File: src/hdl/ncm_pkg.sv
package ncm_pkg;

   localparam int SAMPLE_W = 16;
   localparam int SUM_W    = SAMPLE_W + 2;
   localparam int DEN_W    = SAMPLE_W + 1;
   localparam int PROD_W   = 2 * DEN_W;
   localparam int INDEX_W  = 1;

   localparam logic [INDEX_W-1:0] REG_BRIGHTNESS_LIMIT = 1'b0;
   localparam logic [INDEX_W-1:0] REG_SNOW_INDEX_LIMIT = 1'b1;

   localparam logic [SAMPLE_W-1:0] RST_BRIGHTNESS_LIMIT = 16'd26226;
   localparam logic [SAMPLE_W-1:0] RST_SNOW_INDEX_LIMIT = 16'd42598;
   localparam logic [SAMPLE_W-1:0] SNOW_CODE_ZERO_DEN   = 16'd32768;
   localparam logic [SAMPLE_W-1:0] SNOW_CODE_MAX        = 16'hFFFF;

   typedef struct packed {
      logic [SAMPLE_W-1:0] red;
      logic [SAMPLE_W-1:0] green;
      logic [SAMPLE_W-1:0] blue;
      logic [SAMPLE_W-1:0] near_ir;
   } pixel_type;

   typedef struct packed {
      logic [SAMPLE_W-1:0] brightness_limit;
      logic [SAMPLE_W-1:0] snow_index_limit;
   } limits_type;

   typedef struct packed {
      pixel_type        pix;
      logic [SUM_W-1:0] sum;
      logic [DEN_W-1:0] den;
   } sum_type;

   typedef struct packed {
      pixel_type         pix;
      logic              bright;
      logic              den_zero;
      logic [PROD_W-1:0] prod;
   } prod_type;

   typedef struct packed {
      pixel_type pix;
      logic      cloud;
   } result_type;

endpackage

File: src/hdl/ncm_sum_stage.sv
module ncm_sum_stage (
   input  logic              clock,
   input  logic              reset,
   input  logic              in_valid,
   output logic              in_ready,
   input  ncm_pkg::pixel_type in_pix,
   output logic              out_valid,
   input  logic              out_ready,
   output ncm_pkg::sum_type  out_data
);
   import ncm_pkg::*;

   logic    valid_ff;
   logic    valid_in;
   sum_type data_ff;
   sum_type data_in;

   assign in_ready = !valid_ff || out_ready;
   assign valid_in = in_ready ? in_valid : valid_ff;

   always_comb begin
      data_in.pix = in_pix;
      data_in.sum = SUM_W'(in_pix.red) + SUM_W'(in_pix.green)
                  + SUM_W'(in_pix.blue) + SUM_W'(in_pix.near_ir);
      data_in.den = DEN_W'(in_pix.green) + DEN_W'(in_pix.near_ir);
   end

   always_ff @(posedge clock) begin
      if (reset) begin
         valid_ff <= 1'b0;
      end else begin
         valid_ff <= valid_in;
      end
   end

   always_ff @(posedge clock) begin
      if (in_valid && in_ready) begin
         data_ff <= data_in;
      end
   end

   assign out_valid = valid_ff;
   assign out_data  = data_ff;

endmodule

File: src/hdl/ncm_mul_stage.sv
module ncm_mul_stage (
   input  logic               clock,
   input  logic               reset,
   input  ncm_pkg::limits_type limits,
   input  logic               in_valid,
   output logic               in_ready,
   input  ncm_pkg::sum_type   in_data,
   output logic               out_valid,
   input  logic               out_ready,
   output ncm_pkg::prod_type  out_data
);
   import ncm_pkg::*;

   logic              valid_ff;
   logic              valid_in;
   prod_type          data_ff;
   prod_type          data_in;
   logic [SAMPLE_W-1:0] quot;
   logic [1:0]          frac;
   logic                round_up;
   logic [SAMPLE_W:0]   mean;
   logic [DEN_W-1:0]    limit_odd;

   assign in_ready = !valid_ff || out_ready;
   assign valid_in = in_ready ? in_valid : valid_ff;

   // Mean of four samples, rounded to nearest with ties to even.
   always_comb begin
      quot      = in_data.sum[SUM_W-1:2];
      frac      = in_data.sum[1:0];
      round_up  = (frac == 2'd3) || ((frac == 2'd2) && quot[0]);
      mean      = {1'b0, quot} + (SAMPLE_W + 1)'(round_up);
      limit_odd = {limits.snow_index_limit, 1'b1};

      data_in.pix      = in_data.pix;
      data_in.bright   = mean > {1'b0, limits.brightness_limit};
      data_in.den_zero = in_data.den == '0;
      data_in.prod     = PROD_W'(limit_odd) * PROD_W'(in_data.den);
   end

   always_ff @(posedge clock) begin
      if (reset) begin
         valid_ff <= 1'b0;
      end else begin
         valid_ff <= valid_in;
      end
   end

   always_ff @(posedge clock) begin
      if (in_valid && in_ready) begin
         data_ff <= data_in;
      end
   end

   assign out_valid = valid_ff;
   assign out_data  = data_ff;

endmodule

File: src/hdl/ncm_decide_stage.sv
module ncm_decide_stage (
   input  logic                clock,
   input  logic                reset,
   input  ncm_pkg::limits_type  limits,
   input  logic                in_valid,
   output logic                in_ready,
   input  ncm_pkg::prod_type    in_data,
   output logic                out_valid,
   input  logic                out_ready,
   output ncm_pkg::result_type  out_data
);
   import ncm_pkg::*;

   logic              valid_ff;
   logic              valid_in;
   result_type        data_ff;
   result_type        data_in;
   logic [PROD_W-1:0] scaled_green;
   logic              below_half;
   logic              at_half;
   logic              not_snow;
   logic              cloud;

   assign in_ready = !valid_ff || out_ready;
   assign valid_in = in_ready ? in_valid : valid_ff;

   // The rounded code is at most the limit when 2*65536*green is below
   // (2*limit+1)*(green+near_ir), or equal to it with an even limit.
   always_comb begin
      scaled_green = {1'b0, in_data.pix.green, {(DEN_W){1'b0}}};
      below_half   = scaled_green < in_data.prod;
      at_half      = (scaled_green == in_data.prod) && !limits.snow_index_limit[0];
      if (limits.snow_index_limit == SNOW_CODE_MAX) begin
         not_snow = 1'b1;
      end else if (in_data.den_zero) begin
         not_snow = SNOW_CODE_ZERO_DEN <= limits.snow_index_limit;
      end else begin
         not_snow = below_half || at_half;
      end
      cloud = in_data.bright && not_snow;

      data_in.cloud = cloud;
      data_in.pix   = cloud ? '0 : in_data.pix;
   end

   always_ff @(posedge clock) begin
      if (reset) begin
         valid_ff <= 1'b0;
      end else begin
         valid_ff <= valid_in;
      end
   end

   always_ff @(posedge clock) begin
      if (in_valid && in_ready) begin
         data_ff <= data_in;
      end
   end

   assign out_valid = valid_ff;
   assign out_data  = data_ff;

endmodule

File: src/hdl/ndsi_cloud_mask.sv
// Channel   Direction  Handshake            Payload
// req       in         req_valid/req_ready  red, green, blue, near_ir
// rsp       out        rsp_valid/rsp_ready  out_red, out_green, out_blue, out_near_ir, cloud
// csr       in         csr_we               csr_index, csr_wdata
//
// Each pixel passes through three register stages (sums, multiply, compare)
// from req to rsp; the stages accept one pixel every cycle unless stalled.
// A stage holds its pixel while the stage after it is full and stalled.
// Reset empties all stages and loads both limits with their default values.
module ndsi_cloud_mask (
   input  logic                              clock,
   input  logic                              reset,
   input  logic                              req_valid,
   output logic                              req_ready,
   input  logic [ncm_pkg::SAMPLE_W-1:0]      req_red,
   input  logic [ncm_pkg::SAMPLE_W-1:0]      req_green,
   input  logic [ncm_pkg::SAMPLE_W-1:0]      req_blue,
   input  logic [ncm_pkg::SAMPLE_W-1:0]      req_near_ir,
   output logic                              rsp_valid,
   input  logic                              rsp_ready,
   output logic [ncm_pkg::SAMPLE_W-1:0]      rsp_out_red,
   output logic [ncm_pkg::SAMPLE_W-1:0]      rsp_out_green,
   output logic [ncm_pkg::SAMPLE_W-1:0]      rsp_out_blue,
   output logic [ncm_pkg::SAMPLE_W-1:0]      rsp_out_near_ir,
   output logic                              rsp_cloud,
   input  logic                              csr_we,
   input  logic [ncm_pkg::INDEX_W-1:0]       csr_index,
   input  logic [ncm_pkg::SAMPLE_W-1:0]      csr_wdata
);
   import ncm_pkg::*;

   logic [SAMPLE_W-1:0] brightness_limit_ff;
   logic [SAMPLE_W-1:0] brightness_limit_in;
   logic [SAMPLE_W-1:0] snow_index_limit_ff;
   logic [SAMPLE_W-1:0] snow_index_limit_in;
   limits_type          limits;
   pixel_type           req_pix;
   logic                sum_valid;
   logic                sum_ready;
   sum_type             sum_data;
   logic                prod_valid;
   logic                prod_ready;
   prod_type            prod_data;
   result_type          rsp_data;

   always_comb begin
      brightness_limit_in = brightness_limit_ff;
      snow_index_limit_in = snow_index_limit_ff;
      if (csr_we) begin
         unique case (csr_index)
            REG_BRIGHTNESS_LIMIT: brightness_limit_in = csr_wdata;
            REG_SNOW_INDEX_LIMIT: snow_index_limit_in = csr_wdata;
            default: ;
         endcase
      end
   end

   always_ff @(posedge clock) begin
      if (reset) begin
         brightness_limit_ff <= RST_BRIGHTNESS_LIMIT;
         snow_index_limit_ff <= RST_SNOW_INDEX_LIMIT;
      end else begin
         brightness_limit_ff <= brightness_limit_in;
         snow_index_limit_ff <= snow_index_limit_in;
      end
   end

   assign limits.brightness_limit = brightness_limit_ff;
   assign limits.snow_index_limit = snow_index_limit_ff;

   assign req_pix.red     = req_red;
   assign req_pix.green   = req_green;
   assign req_pix.blue    = req_blue;
   assign req_pix.near_ir = req_near_ir;

   ncm_sum_stage u_sum (
      .clock     (clock),
      .reset     (reset),
      .in_valid  (req_valid),
      .in_ready  (req_ready),
      .in_pix    (req_pix),
      .out_valid (sum_valid),
      .out_ready (sum_ready),
      .out_data  (sum_data)
   );

   ncm_mul_stage u_mul (
      .clock     (clock),
      .reset     (reset),
      .limits    (limits),
      .in_valid  (sum_valid),
      .in_ready  (sum_ready),
      .in_data   (sum_data),
      .out_valid (prod_valid),
      .out_ready (prod_ready),
      .out_data  (prod_data)
   );

   ncm_decide_stage u_decide (
      .clock     (clock),
      .reset     (reset),
      .limits    (limits),
      .in_valid  (prod_valid),
      .in_ready  (prod_ready),
      .in_data   (prod_data),
      .out_valid (rsp_valid),
      .out_ready (rsp_ready),
      .out_data  (rsp_data)
   );

   assign rsp_out_red     = rsp_data.pix.red;
   assign rsp_out_green   = rsp_data.pix.green;
   assign rsp_out_blue    = rsp_data.pix.blue;
   assign rsp_out_near_ir = rsp_data.pix.near_ir;
   assign rsp_cloud       = rsp_data.cloud;

endmodule

File: config.mk
export PLATFORM = sky130hd
export DESIGN_NAME = ndsi_cloud_mask
export DESIGN_NICKNAME = d
export VERILOG_FILES = /design/src/hdl/ncm_pkg.sv /design/src/hdl/ncm_sum_stage.sv /design/src/hdl/ncm_mul_stage.sv /design/src/hdl/ncm_decide_stage.sv /design/src/hdl/ndsi_cloud_mask.sv
export SDC_FILE = /design/constraint.sdc
export NUM_CORES = 1
export LEC_CHECK = 0
export BUFFER_PORTS_ARGS = -buffer_cell sky130_fd_sc_hd__clkbuf_2
export CAP_MARGIN = 20
export CORE_MARGIN = 2
export CORE_UTILIZATION = 40
export CTS_CLUSTER_DIAMETER = 50
export CTS_CLUSTER_SIZE = 24
export DETAILED_ROUTE_END_ITERATION = 12
export PLACE_DENSITY = 0.69
export SYNTH_ARGS = -nofsm -noshare
export SYNTH_HDL_FRONTEND = slang
export SYNTH_SLANG_ARGS = --single-unit
File: constraint.sdc
create_clock -name clock -period 11.1 [get_ports clock]
set_input_delay 0.555 -clock clock [delete_from_list [all_inputs] [get_ports clock]]
set_output_delay 0.555 -clock clock [all_outputs]
set_load 0.005 [all_outputs]
Word level (Yosys, flattened, before mapping)
Index checks and enable logic that the tools add are counted.
{"block": "word_totals", "reg_bits": 299, "latch_bits": 0, "ramBits": 0, "mem_bits_ro": 0, "elab_cells": 57, "mem_count": 0}
{"block": "classes", "add_sub_neg": 5, "multipliers": 1, "div_mod_pow": 0, "magnitude_cmp": 3, "eq_ne": 4, "shift": 0, "muxes": 2, "bitwise_logic": 1, "reduce_logical": 18}
{"operator": "$add 18x16->18", "n": 2}
{"operator": "$add 16x16->17", "n": 2}
{"operator": "$eq 33x34->1", "n": 1}
{"operator": "$lt 33x34->1", "n": 1}
{"operator": "$mul 17x17->34", "n": 1}
{"operator": "$add 16x1->17", "n": 1}
{"operator": "$gt 17x16->1", "n": 1}
{"operator": "$logic_not 17->1", "n": 1}
{"operator": "$eq 16x16->1 const B", "n": 1}
{"operator": "$le 16x16->1 const A", "n": 1}
{"operator": "$logic_and 1x1->1", "n": 6}
{"operator": "$logic_or 1x1->1", "n": 5}
{"operator": "$eq 2x2->1 const B", "n": 2}
{"operator": "$logic_not 1->1", "n": 4}
{"operator": "$reduce_and 2->1", "n": 2}
{"operator": "$mux 1", "n": 2}
{"operator": "$not 1->1", "n": 1}

Depth between registers and ports, before layout
Gate-level depths: netlist of the first run.
{"block": "depth", "ltp_word": 6, "mapped_depth": 24, "depth_no_buf": 21}

Hierarchy
From an unflattened synthesis of the first run, not the netlist that was laid out.
{"block": "unflattened", "hier_cells": 2189, "area_unflattened_um2": 23467.5}
{"module": "ncm_mul_stage", "n_inst": 1, "cells_each": 1323, "area_per_inst_um2": 13374.1, "seq_area_each_um2": 3022.9}
{"module": "ncm_sum_stage", "n_inst": 1, "cells_each": 436, "area_per_inst_um2": 5497.8, "seq_area_each_um2": 2992.9}
{"module": "ncm_decide_stage", "n_inst": 1, "cells_each": 303, "area_per_inst_um2": 3319.4, "seq_area_each_um2": 1971.9}
{"module": "ndsi_cloud_mask", "n_inst": 1, "cells_each": 127, "area_per_inst_um2": 1276.2, "seq_area_each_um2": 640.6}

Least setup slack after synthesis of the first run
OpenSTA, ideal clock, no wires.
{"block": "synth_timing", "path_kind": "input to register", "startpoint": "in rsp_ready", "endpoint": "reg u_mul.data_ff (netlist bit u_mul.out_data[0]), enable pin", "t_arrival_ns": 7.890, "t_required_ns": 10.388, "slack_ns": 2.498, "cell_stages": 2, "path_buffers": 0, "path_cell_list": "nor2b_1 -> a21boi_0"}
{"block": "synth_between", "elab_chain_cells": 3}
{"element": "start, declared", "line_no": "ndsi_cloud_mask.sv:20", "rtl": "input logic rsp_ready,"}
{"element": "$logic_or 1x1->1", "line_no": "ncm_decide_stage.sv:24", "rtl": "assign in_ready = !valid_ff || out_ready;"}
{"element": "$logic_or 1x1->1", "line_no": "ncm_mul_stage.sv:24", "rtl": "assign in_ready = !valid_ff || out_ready;"}
{"element": "$logic_and 1x1->1", "line_no": "ncm_mul_stage.sv:50", "rtl": "if (in_valid && in_ready) begin"}
{"element": "end signal, assigned", "line_no": "ncm_mul_stage.sv:51", "rtl": "data_ff <= data_in;"}
{"element": "end, declared", "line_no": "ncm_mul_stage.sv:16", "rtl": "prod_type data_ff;"}
No other way between the ends.
A chain may end at the register's enable or synchronous reset.

==> results.toml, run 1 <==
[run_status]
status = "complete, no violations"

[routing]
drtPass1Iterations = 8
vias = 15500
ant_nets = 0
drt_iter0_drc = 1054
drc_errors = 0
drt-wirelength-per-cell_um = 18.8
wl_mm = 56.4
avgViaCountPerCell = 5.16

[clocking]
clk_pin_slew_ns = 0.08
cts_resized = 0
htreeDepth = 1
cts_buffer_depth = 3
cts.sinks = 299
root_buffer = "clkbuf_16"
cts_tree = "yes"
cts_buffers = 27
clkLatencyLatePin_ns = 0.57
hold_buffers = 0
post_cts_buffers = 0

[timing]
setup_tns_ns = 0
skew_ns = 0.0192
hold_viol_final = 0
slew_viol_final = 0
max_freq_mhz = 154
rsz0062_at_grt = "false"
period_share = 0.586
relSlewSlack = 0.365
worstMarginPinSlew_ns = 0.952
setup_viol = 0
min_period_ns = 6.51

[grt]
grt_pass1_vias = 15800
grt.busiest_layer = "met2"
grt_pass1_wl_mm = 88.4
antenna_found_initial = 7
met1_usage = 0.265
grt-ovfl-total = 0
grt_start_max_net_pins = 79
track_usage = 0.190
use_met3 = 0.0441
met2_usage = 0.295

[synth]
yosysTopAreaCellShare = 0.343
ys.flop_type = "edfxtp_1"
synth_area_leaders = "edfxtp_1, fa_1, ha_1"
synth_edf_count = 264
syn_nets = 2621
yosysWarnings = 0
netlist_area_um2 = 23100
syn_avg_cell_area_um2 = 11.0
synth_cell_type_count = 77
synth_cells = 2102
synth_largest_area_cell = "edfxtp_1"
synthArstFlopShare = 0
seq_area_frac_synth = 0.373
ys_seq_elements = 299

[finish]
synthToLayoutAreaGrowth_pct = 10.8
final_cell_mix = "inv_1, edfxtp_1, fa_1, nand2_1, ha_1"
finalNetCount = 2733
regArea_um2 = 8630
fillers = 5188
drive_gt1_frac = 0.106
multi_input_area_um2 = 12800
layout_commonest_cell = "inv_1"

[floorplan]
die_h_um = 244
die_w_um = 244
io_pins = 153
dieArea_um2 = 59700
start_util = 0.403
core_area_um2 = 57400
row_count = 88

[setup_path]
r2r_setup_slack_ns = 4.59
cp_max_fo = 19
critical_path_class = "reg -> reg"
end_kind = "flip-flop"
timing.rr.end = "u_mul.out_data[24]"
critical_path.startpoint = "snow_index_limit_ff[3]"
arrival_ns = 6.81
ff2ff_path_depth = 18
r2r-start = "snow_index_limit_ff[3]"
crit_path_start_kind = "flip-flop"
endpoint = "u_mul.out_data[24]"
worstPathRequired_ns = 11.40

[placement]
routabilityCongestion = 0.911
port_buffers = 152
dp_hpwl_mm = 44.4

[job]
drv_cap = 0

[hold_path]
worstHoldPathType = "in -> reg"
[layer usage]
| layer | routed length, um | vias up |
|---|---|---|
| met3 | 4430 | 115 |
| met2 | 25200 | 593 |
| met4 | 1560 | 10 |
| met5 | 75 | - |
| met1 | 25100 | 7634 |
| li1 | - | 7161 |
[sequential cells by signal (all words and copies together) (netlist names)]
register,flops
brightness_limit_ff,16
snow_index_limit_ff,16
u_decide.out_data,65
u_decide.out_valid,1
u_mul.out_data,100
u_mul.out_valid,1
u_sum.out_data,99
u_sum.out_valid,1
[stage by stage]
| stage | hold slack, ns | utilization | cell area (um^2) | std cells | setup WS [ns] |
|---|---|---|---|---|---|
| 2_1_floorplan | 0.400 | - | 23100 | 2102 | 2.50 |
| 3_3_place_gp | 0.400 | 0.429 | 24600 | 2950 | 4.84 |
| 3_5_place_dp | 0.405 | 0.429 | 24600 | 2950 | 4.65 |
| 4_1_cts | 0.172 | 0.446 | 25600 | 3000 | 4.63 |
| 5_1_grt | 0.174 | 0.446 | 25600 | 3001 | 4.34 |
| 6_report | 0.190 | 0.446 | 25600 | 3004 | 4.59 |
[area by class of cell]
type                    count  share of cell area
diodes                      4            0.000391
multi-input cells        1354               0.499
inverters                 371              0.0544
well taps                 765              0.0374
repair buffers            161              0.0323
clock buffers              29              0.0271
clock inverters            21              0.0124
flip-flops and latches    299               0.337
[synth_stat cells, types with 20 or more instances]
library cell,count
nand2_1,234
clkbuf_1,67
a21boi_1,52
fa_1,243
nand4_1,20
inv_1,371
xnor2_1,51
edfxtp_1,264
a21oi_1,68
xor2_1,26
and2_1,122
nor2_1,56
ha_1,190
dfxtp_1,35
o21ai_0,24
a21o_1,32
[worst max-delay path, cell delays in order (launching register included)]
cell	delay, ns
dfxtp_1	0.91
nand2_1	0.18
fa_1	0.58
inv_1	0.06
fa_1	0.48
fa_1	0.53
fa_1	0.52
fa_1	0.55
inv_1	0.06
fa_1	0.53
inv_1	0.04
ha_1	0.41
and3_2	0.26
o211ai_2	0.09
a21o_1	0.19
a21oi_2	0.27
o21ai_2	0.11
nor4b_4	0.14
a2111o_1	0.35
[how the worst min path moves through the flow]
stage                             from            endpoint  slack (ns)  depth (start not counted)
floorplan           u_sum.out_data[35]  u_mul.out_data[36]        0.40                          0
global placement    u_sum.out_data[44]  u_mul.out_data[45]        0.40                          0
detailed placement  u_sum.out_data[36]  u_mul.out_data[37]        0.40                          0
CTS                         req_red[0]  u_sum.out_data[83]        0.17                          1
global route                req_red[0]  u_sum.out_data[83]        0.17                          1
finish                    req_blue[15]  u_sum.out_data[66]        0.19                          1
[cells by family (layout without fill, tap and decap cells)]
group,Yosys count,in the layout,share of synthesized area
AO/OA/AOI/OAI,304,304,0.0933
XOR/XNOR,77,77,0.0292
adder cells (fa/ha/maj),433,433,0.313
buffers and inverters,449,582,0.0754
flip-flops,299,299,0.373
multiplexers,2,2,0.000920
other,0,4,0
AND/OR/NAND/NOR,538,538,0.115
Power of run 1 is not shown: default switching activity piles up to over one toggle a cycle in this logic, so the estimate is an artifact.
==> inputs of run 2 (changes only) <==
==> constraint.sdc (replaced) <==
create_clock -name clock -period 6.2 [get_ports clock]
set_input_delay 0.31 -clock clock [delete_from_list [all_inputs] [get_ports clock]]
set_output_delay 0.31 -clock clock [all_outputs]
set_load 0.005 [all_outputs]
==> run 2 against run 1 <==
Core utilization rose by 1.8 points. First-iteration DRC count grew 4.6%. Via count is 2.9% higher. Non-clock buffer count grew 117. Global-route usage rose by 0.63 points. Critical path depth increased by 1. Die area stayed put. Final cell count rose by 4.0%. Register-to-register slack got worse by 4.4 ns. Highest routed layer unchanged.
==> results.toml, run 2 (same netlist as run 1, synthesis figures left out) <==
[finish]
final_cell_mix = "inv_1, edfxtp_1, fa_1, nand2_1, ha_1"
regArea_um2 = 8640
fillers = 5203
multi_input_area_um2 = 12800
fin_util = 0.465
final_cells = 3124
layout_commonest_cell = "inv_1"
finalNetCount = 2852
drive_gt1_frac = 0.137
largest_register_ffs = 100
synthToLayoutAreaGrowth_pct = 15.3

[routing]
drtPass1Iterations = 5
dr.max_layer_used = "met5"
wl_mm = 58.8
drt_iter0_drc = 1102
drt-wirelength-per-cell_um = 18.8
ant_nets = 0
vias = 16000
wl_met1_mm = 25.7
met3_length_mm = 4.20
drc_errors = 0
wl_met2_mm = 27.4
avgViaCountPerCell = 5.11

[floorplan]
die_w_um = 244
row_count = 88
io_pins = 153
dieArea_um2 = 59700
start_util = 0.403
die_h_um = 244
core_area_um2 = 57400

[timing]
max_freq_mhz = 168
hold_viol_final = 0
setup_viol = 0
period_share = 0.962
slew_viol_final = 0
relSlewSlack = 0.362
min_period_ns = 5.96
finalWorstSetupSlack_ns = 0.235
worstMarginPinSlew_ns = 0.957
skew_ns = 0.0222

[clocking]
root_buffer = "clkbuf_16"
clk_pin_slew_ns = 0.08
clkLatencyLatePin_ns = 0.58
cts_tree = "yes"
cts_buffer_depth = 3
htreeDepth = 1
cts_buffers = 29
cts.sinks = 299

[placement]
dp_hpwl_mm = 46.3
port_buffers = 152
place_ws_ns = 0.0399
routabilityCongestion = 0.895
dpl.cell_count = 2999

[setup_path]
critical_path.startpoint = "u_sum.out_data[7]"
end_kind = "flip-flop"
critical_path_class = "reg -> reg"
arrival_ns = 6.29
slowest_delay_ns = 0.54
worst_path_most_repeated_cell = "fa_1"
critPathBufInv = 4
ff2ff_path_depth = 19
cp_max_fo = 6
timing.rr.end = "u_mul.out_data[33]"
r2r-start = "u_sum.out_data[7]"
critical-path-top-delay-family = "adder cells"
r2r_setup_slack_ns = 0.24
crit_path_start_kind = "flip-flop"
path_cells = "buf_2, buf_4, and2_1, fa_1, fa_1, fa_1, inv_1, fa_1, fa_1, inv_1, fa_1, ha_1, a21o_1, a21o_1, a21oi_1, o2111ai_2, nand4_1, and3_1, nor3_1"
worstPathRequired_ns = 6.53
slowest_stage = "fa_1"

[hold_path]
whs_endpoint = "u_sum.out_data[39]"
hold_depth = 1
hp-start = "req_near_ir[4]"
worstHoldPathType = "in -> reg"

[job]
drv_cap = 0

[grt]
antenna_found_initial = 5
grt-ovfl-total = 0
grt_start_max_net_pins = 74
grt_pass1_vias = 16200
grt_pass1_wl_mm = 91.0
track_usage = 0.196

[run_status]
status = "complete, no violations"
## run 2: layout make-up
cell class,instances,area share
flip-flops and latches,299,0.324
clock inverters,23,0.0108
multi-input cells,1354,0.481
repair buffers,278,0.0685
well taps,765,0.0359
clock buffers,31,0.0276
inverters,371,0.0523
diodes,3,0.000282
## run 2: stage by stage
step           area, um^2  hold WS (ns)  TNS [ns]
3_5_place_dp        25000         0.405         0
3_3_place_gp        25000         0.401         0
2_1_floorplan       23100         0.400         0
6_report            26600        0.0258         0
4_1_cts             26500       0.00166         0
5_1_grt             26600        0.0143  -0.00226
## run 2: repair_timing
action | CTS | global route
endpoints found under the hold margin | 61 | 0
resized for setup | 0 | 13
buffers inserted | 0 | 20
hold buffers | 48 | 0
endpoints found under the setup margin | 0 | 13
## run 2: metal layers
| layer | track usage | vias up |
|---|---|---|
| met2 | 0.316 | 557 |
| met5 | 0 | - |
| met4 | 0.0502 | 4 |
| met3 | 0.0362 | 98 |
| li1 | - | 7388 |
| met1 | 0.273 | 7910 |
## run 2: how the worst max path moves through the flow
stage / end / slack [ns] / cells past startpoint
floorplan: u_mul.out_data[24] / 0.17 / 21
global placement: u_mul.out_data[33] / 0.14 / 18
detailed placement: u_mul.out_data[33] / 0.04 / 18
CTS: u_mul.out_data[33] / 0.02 / 18
global route: u_mul.out_data[33] / -0.002 / 19
finish: u_mul.out_data[33] / 0.24 / 19
Power of run 2 is left out for the same reason.
